## config.mk

```make
export PLATFORM = sky130hd
export DESIGN_NAME = sfk_mulmod
export DESIGN_NICKNAME = d
export VERILOG_FILES = /design/src/sfk_pkg.sv /design/src/sfk_mulmod.sv
export SDC_FILE = /design/constraint.sdc
export NUM_CORES = 2
export LEC_CHECK = 0
export ABC_AREA = 1
export BUFFER_PORTS_ARGS = -buffer_cell sky130_fd_sc_hd__clkbuf_2
export CAP_MARGIN = 10
export CORE_MARGIN = 3
export CORE_UTILIZATION = 45
export DETAILED_ROUTE_END_ITERATION = 8
export PLACE_DENSITY = 0.7
export SYNTH_ARGS = -nofsm -noshare
export SYNTH_HDL_FRONTEND = slang
export SYNTH_SLANG_ARGS = --single-unit
```

## constraint.sdc

```tcl
create_clock -name clk -period 8.2 [get_ports clk]
set_input_delay 1.64 -clock clk [delete_from_list [all_inputs] [get_ports clk]]
set_output_delay 1.64 -clock clk [all_outputs]
set_load 0.005 [all_outputs]
```

## src/sfk_pkg.sv

```systemverilog
// ---------------------------------------------------------------------------
// sfk_pkg
// Shared widths, modulus and transaction types of the Stirling number block.
// ---------------------------------------------------------------------------
package sfk_pkg;

  localparam int unsigned MAX_N_DEFAULT = 1024;
  localparam int ITEMS_W    = 11;
  localparam int COUNT_W    = 30;
  // widest row address for any legal MAX_N (up to 65535)
  localparam int ADDR_W_MAX = 16;

  localparam logic [COUNT_W-1:0] MODULUS = 30'd1000000007;

  typedef struct packed {
    logic [ITEMS_W-1:0] items;
    logic [ITEMS_W-1:0] visible;
  } query_t;

  typedef struct packed {
    logic [COUNT_W-1:0] count;
  } answer_t;

  // one row update: addr <= (mult * prod_src + addend) mod MODULUS
  typedef struct packed {
    logic                  valid;
    logic [ADDR_W_MAX-1:0] mult;
    logic [COUNT_W-1:0]    prod_src;
    logic [COUNT_W-1:0]    addend;
    logic [ADDR_W_MAX-1:0] addr;
  } mm_req_t;

  // row memory write port
  typedef struct packed {
    logic                  en;
    logic [ADDR_W_MAX-1:0] addr;
    logic [COUNT_W-1:0]    data;
  } row_wr_t;

endpackage

```

## src/sfk_mulmod.sv

```systemverilog
// ---------------------------------------------------------------------------
// sfk_mulmod
// Pipelined multiply-add with Barrett reduction modulo 1000000007.
// Six stages; result is a write to the row store.
// ---------------------------------------------------------------------------
module sfk_mulmod import sfk_pkg::*; (
  input  logic    clk,
  input  logic    rst,
  input  mm_req_t req,
  output row_wr_t wr,
  output logic    busy
);

  // x = mult * prod_src + addend stays below 2^XW
  localparam int XW = ADDR_W_MAX + COUNT_W;
  // top bits of x used for the quotient estimate
  localparam int SW = XW - (COUNT_W - 1);
  localparam int QW = 2 * SW;
  // remainder before correction is below 3 * MODULUS
  localparam int RW = COUNT_W + 2;
  localparam logic [63:0]   RECIP_FULL = (64'd1 << XW) / 64'(MODULUS);
  localparam logic [SW-1:0] RECIP      = RECIP_FULL[SW-1:0];
  localparam logic [RW-1:0] ONE_P      = RW'(MODULUS);
  localparam logic [RW-1:0] TWO_P      = RW'(MODULUS) << 1;

  logic [4:0]            v;
  logic [ADDR_W_MAX-1:0] addr_s [5];

  logic [XW-1:0]      prod1;
  logic [COUNT_W-1:0] add1;
  logic [XW-1:0]      x2, x3, x4;
  logic [QW-1:0]      qe3;
  logic [XW-1:0]      qp4;
  logic [RW-1:0]      r5;
  logic [RW-1:0]      r5_m1, r5_m2;
  logic [COUNT_W-1:0] red;

  logic                  wr_en;
  logic [ADDR_W_MAX-1:0] wr_addr;
  logic [COUNT_W-1:0]    wr_data;

  // stage valids
  always_ff @(posedge clk) begin
    if (rst) begin
      v     <= '0;
      wr_en <= 1'b0;
    end else begin
      v     <= {v[3:0], req.valid};
      wr_en <= v[4];
    end
  end

  // datapath
  always_ff @(posedge clk) begin
    addr_s[0] <= req.addr;
    addr_s[1] <= addr_s[0];
    addr_s[2] <= addr_s[1];
    addr_s[3] <= addr_s[2];
    addr_s[4] <= addr_s[3];
    wr_addr   <= addr_s[4];
    // product and addend
    prod1 <= XW'(req.mult) * XW'(req.prod_src);
    add1  <= req.addend;
    x2    <= prod1 + XW'(add1);
    // quotient estimate from the top bits
    x3    <= x2;
    qe3   <= QW'(x2[XW-1:XW-SW]) * QW'(RECIP);
    x4    <= x3;
    qp4   <= XW'(qe3[QW-1:SW]) * XW'(MODULUS);
    // estimate never exceeds the true quotient
    r5    <= RW'(x4 - qp4);
    wr_data <= red;
  end

  // final correction: at most two subtractions of the modulus
  always_comb begin
    r5_m1 = r5 - ONE_P;
    r5_m2 = r5 - TWO_P;
    priority if (r5 >= TWO_P) begin
      red = r5_m2[COUNT_W-1:0];
    end else if (r5 >= ONE_P) begin
      red = r5_m1[COUNT_W-1:0];
    end else begin
      red = r5[COUNT_W-1:0];
    end
  end

  assign wr   = '{en: wr_en, addr: wr_addr, data: wr_data};
  assign busy = (|v) || wr_en;

endmodule

```

==> run_results.csv <==
group,metric,value,unit
status,status,"finished, final reports clean",
clock_tree,clockBufferDepth,3,
setup_path,critPathTopFamily,"adder cells",
die,die_area,0.09554,mm²
final_layout,layout_common_cells,"nand2_1 (1348), inv_1 (1184), fa_1 (556)",
job,max_cap_violations,0,
final_layout,fin_nets,6419,
routing,drt_first_pass_iters,7,
setup_path,crit_buf_inv,4,
setup_path,critPathLaunchType,"input pin",
global_route,grt_max_degree,46,
synthesis,syn_area,0.04134,mm²
die,chipHeight,309.1,µm
sta,setup_viol,0,
clock_tree,cts-root-buf,"clkbuf_16",
final_layout,fin_util,49.20,%
routing,drc,0,
synthesis,synth_top_area_cell,"fa_1",
synthesis,synth_warnings,0,
setup_path,crit_required,8.69,ns
setup_path,slowest_stage,"clkbuf_2",
sta,worst_clock_skew,0.05498,ns
sta,worst_pin_slew,0.8752,ns
die,core,0.09056,mm²
final_layout,synthToLayoutAreaGrowth,7.788,%
synthesis,synth_nets,6365,
clock_tree,cts-hold-fix-buffers,0,
routing,drtIter0Drc,2262,
place,finalWeightedCongestion,0.9912,
global_route,grt_pass1_wl,183.1,mm
place,portBuffers,142,
routing,wire_per_inst,17.14,µm
clock_tree,path_clk_slew,0.06,ns
setup_path,max_stage_delay,0.65,ns
clock_tree,cts_buffers,45,
clock_tree,cts-resized-gates,0,
die,rows,110,
synthesis,synth.area.top_cells,"fa_1 (27%), dfxtp_1 (19%), nand2_1 (12%)",
global_route,grtUsageTotal,24.22,%
global_route,grt_pass1_vias,34530,
clock_tree,h-tree-depth,2,
sta,hold_viol,0,
global_route,grt_overflow,0,
synthesis,ys_seq_elements,399,
sta,rsz0062_at_grt,"false",
routing,viasPerCell,5.086,
clock_tree,cts_tree,"done",
setup_path,arrival,7.54,ns
synthesis,syn_inst,5314,
synthesis,netlist.area_leader.share,26.93,%
clock_tree,cts_sinks,399,
die,die_w,309.1,µm
sta,min_period_over_period,86.01,%
final_layout,fillerInstances,8884,
setup_path,timing_worst_setup_path_type,"in2reg",
sta,layout_min_cycle_time,7.053,ns
clock_tree,clk_latency,0.62,ns
place,hpwl,94.54,mm
setup_path,cp-end-kind,"flop",
routing,routed_wl,112.8,mm
sta,max_freq,0.1418,GHz
sta,finalSetupTns,0,ns
synthesis,seq_area_frac_synth,19.32,%
routing,via_count,33460,
final_layout,final_common_cell,"nand2_1",
worst_hold_path,hp-class,"reg2reg",
die,io_pins,143,
sta,max_slew_margin,41.66,%
setup_path,critPathMaxFanout,30,
setup_path,cp_cell_sequence,"clkbuf_2 > nand2_1 > fa_1 > inv_1 > fa_1 > fa_1 > fa_1 > fa_1 > inv_1 > fa_1 > inv_1 > ha_1 > nand2_1 > nor2_1 > nand2_1 > nor3_1 > nand4_1 > nand4_1 > nand2_1",
clock_tree,post_cts_buffers,0,
sta,drv_slew,0,
synthesis,ys_types,43,
final_layout,n_antenna_cell,0,
synthesis,avgSynthCellArea,7.779,µm²
die,start_util,45.65,%
sta,whs,0.3238,ns
setup_path,crit_top_cell,"fa_1",
final_layout,drive_gt1_share,5.145,%
global_route,antenna_found_initial,3,
routing,postRouteAntennaNets,0,
-- through the flow --
stage                     cell area, µm²  setup WS (ns)  cells
after global placement             42930         0.5586   6497
after detailed placement           42930         0.5632   6497
after CTS                          44560          1.190   6579
after global routing               44560         0.8557   6579
final                              44560          1.147   6579
after floorplan                    41340          1.524   5314
-- layer usage --
metal	vias up	GRT usage [%]	share of wire, %	wire (µm)
li1	16090	-	-	-
met3	192	3.190	6.1	6900
met4	0	6.930	2.7	3030
met2	1090	40.08	46	52020
met1	16090	33.36	45	50820
met5	-	0	0	0
-- area by class of cell --
cell class	count	area, µm²	share of cell area, %
clock inverter	30	444.2	0.9969
sequential	399	7988	17.93
multi-input combinational	3573	28220	63.33
inverter	1204	4519	10.14
tap	1176	1471	3.302
clock buffer	52	1182	2.654
timing repair buffer	145	733.2	1.646
-- flip-flops by register name, indices dropped and copies added (netlist names), 32 cells and up --
register / flops
addr_s: 80
prod1: 46
x2: 46
qp4: 32
r5: 32
x3: 32
x4: 32
-- logic make-up (layout without fill, tap and decap cells) --
group	Yosys count	in the layout	share of synthesized area [%]
simple gates	1995	1995	19.67
buf+inv	1342	1431	12.41
fa+ha+maj	956	956	39.03
compound gates	452	452	5.957
flops	399	399	19.32
xor+xnor	170	170	3.602
-- synth_stat cells --
cell type	instances
and3_1	2
nand2_4	1
nand4_1	56
xnor2_1	42
a21boi_0	9
a211oi_1	2
a21oi_4	1
nor2_4	4
nand3_2	3
a21oi_1	224
a31oi_1	5
inv_2	18
nand3b_1	14
fa_1	556
nor3_2	1
nand2_1	1348
nand3_1	185
or2_2	2
nor3_1	42
xor2_1	128
o21ai_0	128
ha_1	400
o21ai_1	21
nor2_2	9
o211ai_1	8
nand2_2	15
clkbuf_1	109
nor2_1	299
dfxtp_1	399
o22ai_1	1
buf_2	15
buf_6	6
nor4_1	9
o21a_1	6
inv_1	1184
o21bai_1	31
nand2b_1	1
o21ai_2	1
and2_1	2
buf_4	8
a21o_1	15
or3_1	2
clkinv_1	2
-- path summary, 6_finish.rpt --
kind	slack [ns]	endpoint	from	cells after the start
max	1.15	prod1[39]$_DFF_P_	req[83]	19
min	0.32	addr_s[3][0]$_DFF_P_	addr_s[2][0]$_DFF_P_	0
max reg2reg	2.70	qp4[18]$_DFF_P_	qe3[32]$_DFF_P_	15
min reg2reg	0.32	addr_s[3][0]$_DFF_P_	addr_s[2][0]$_DFF_P_	0
Power is not shown: default switching activity piles up to over one toggle a cycle in this logic, so the estimate is an artifact.
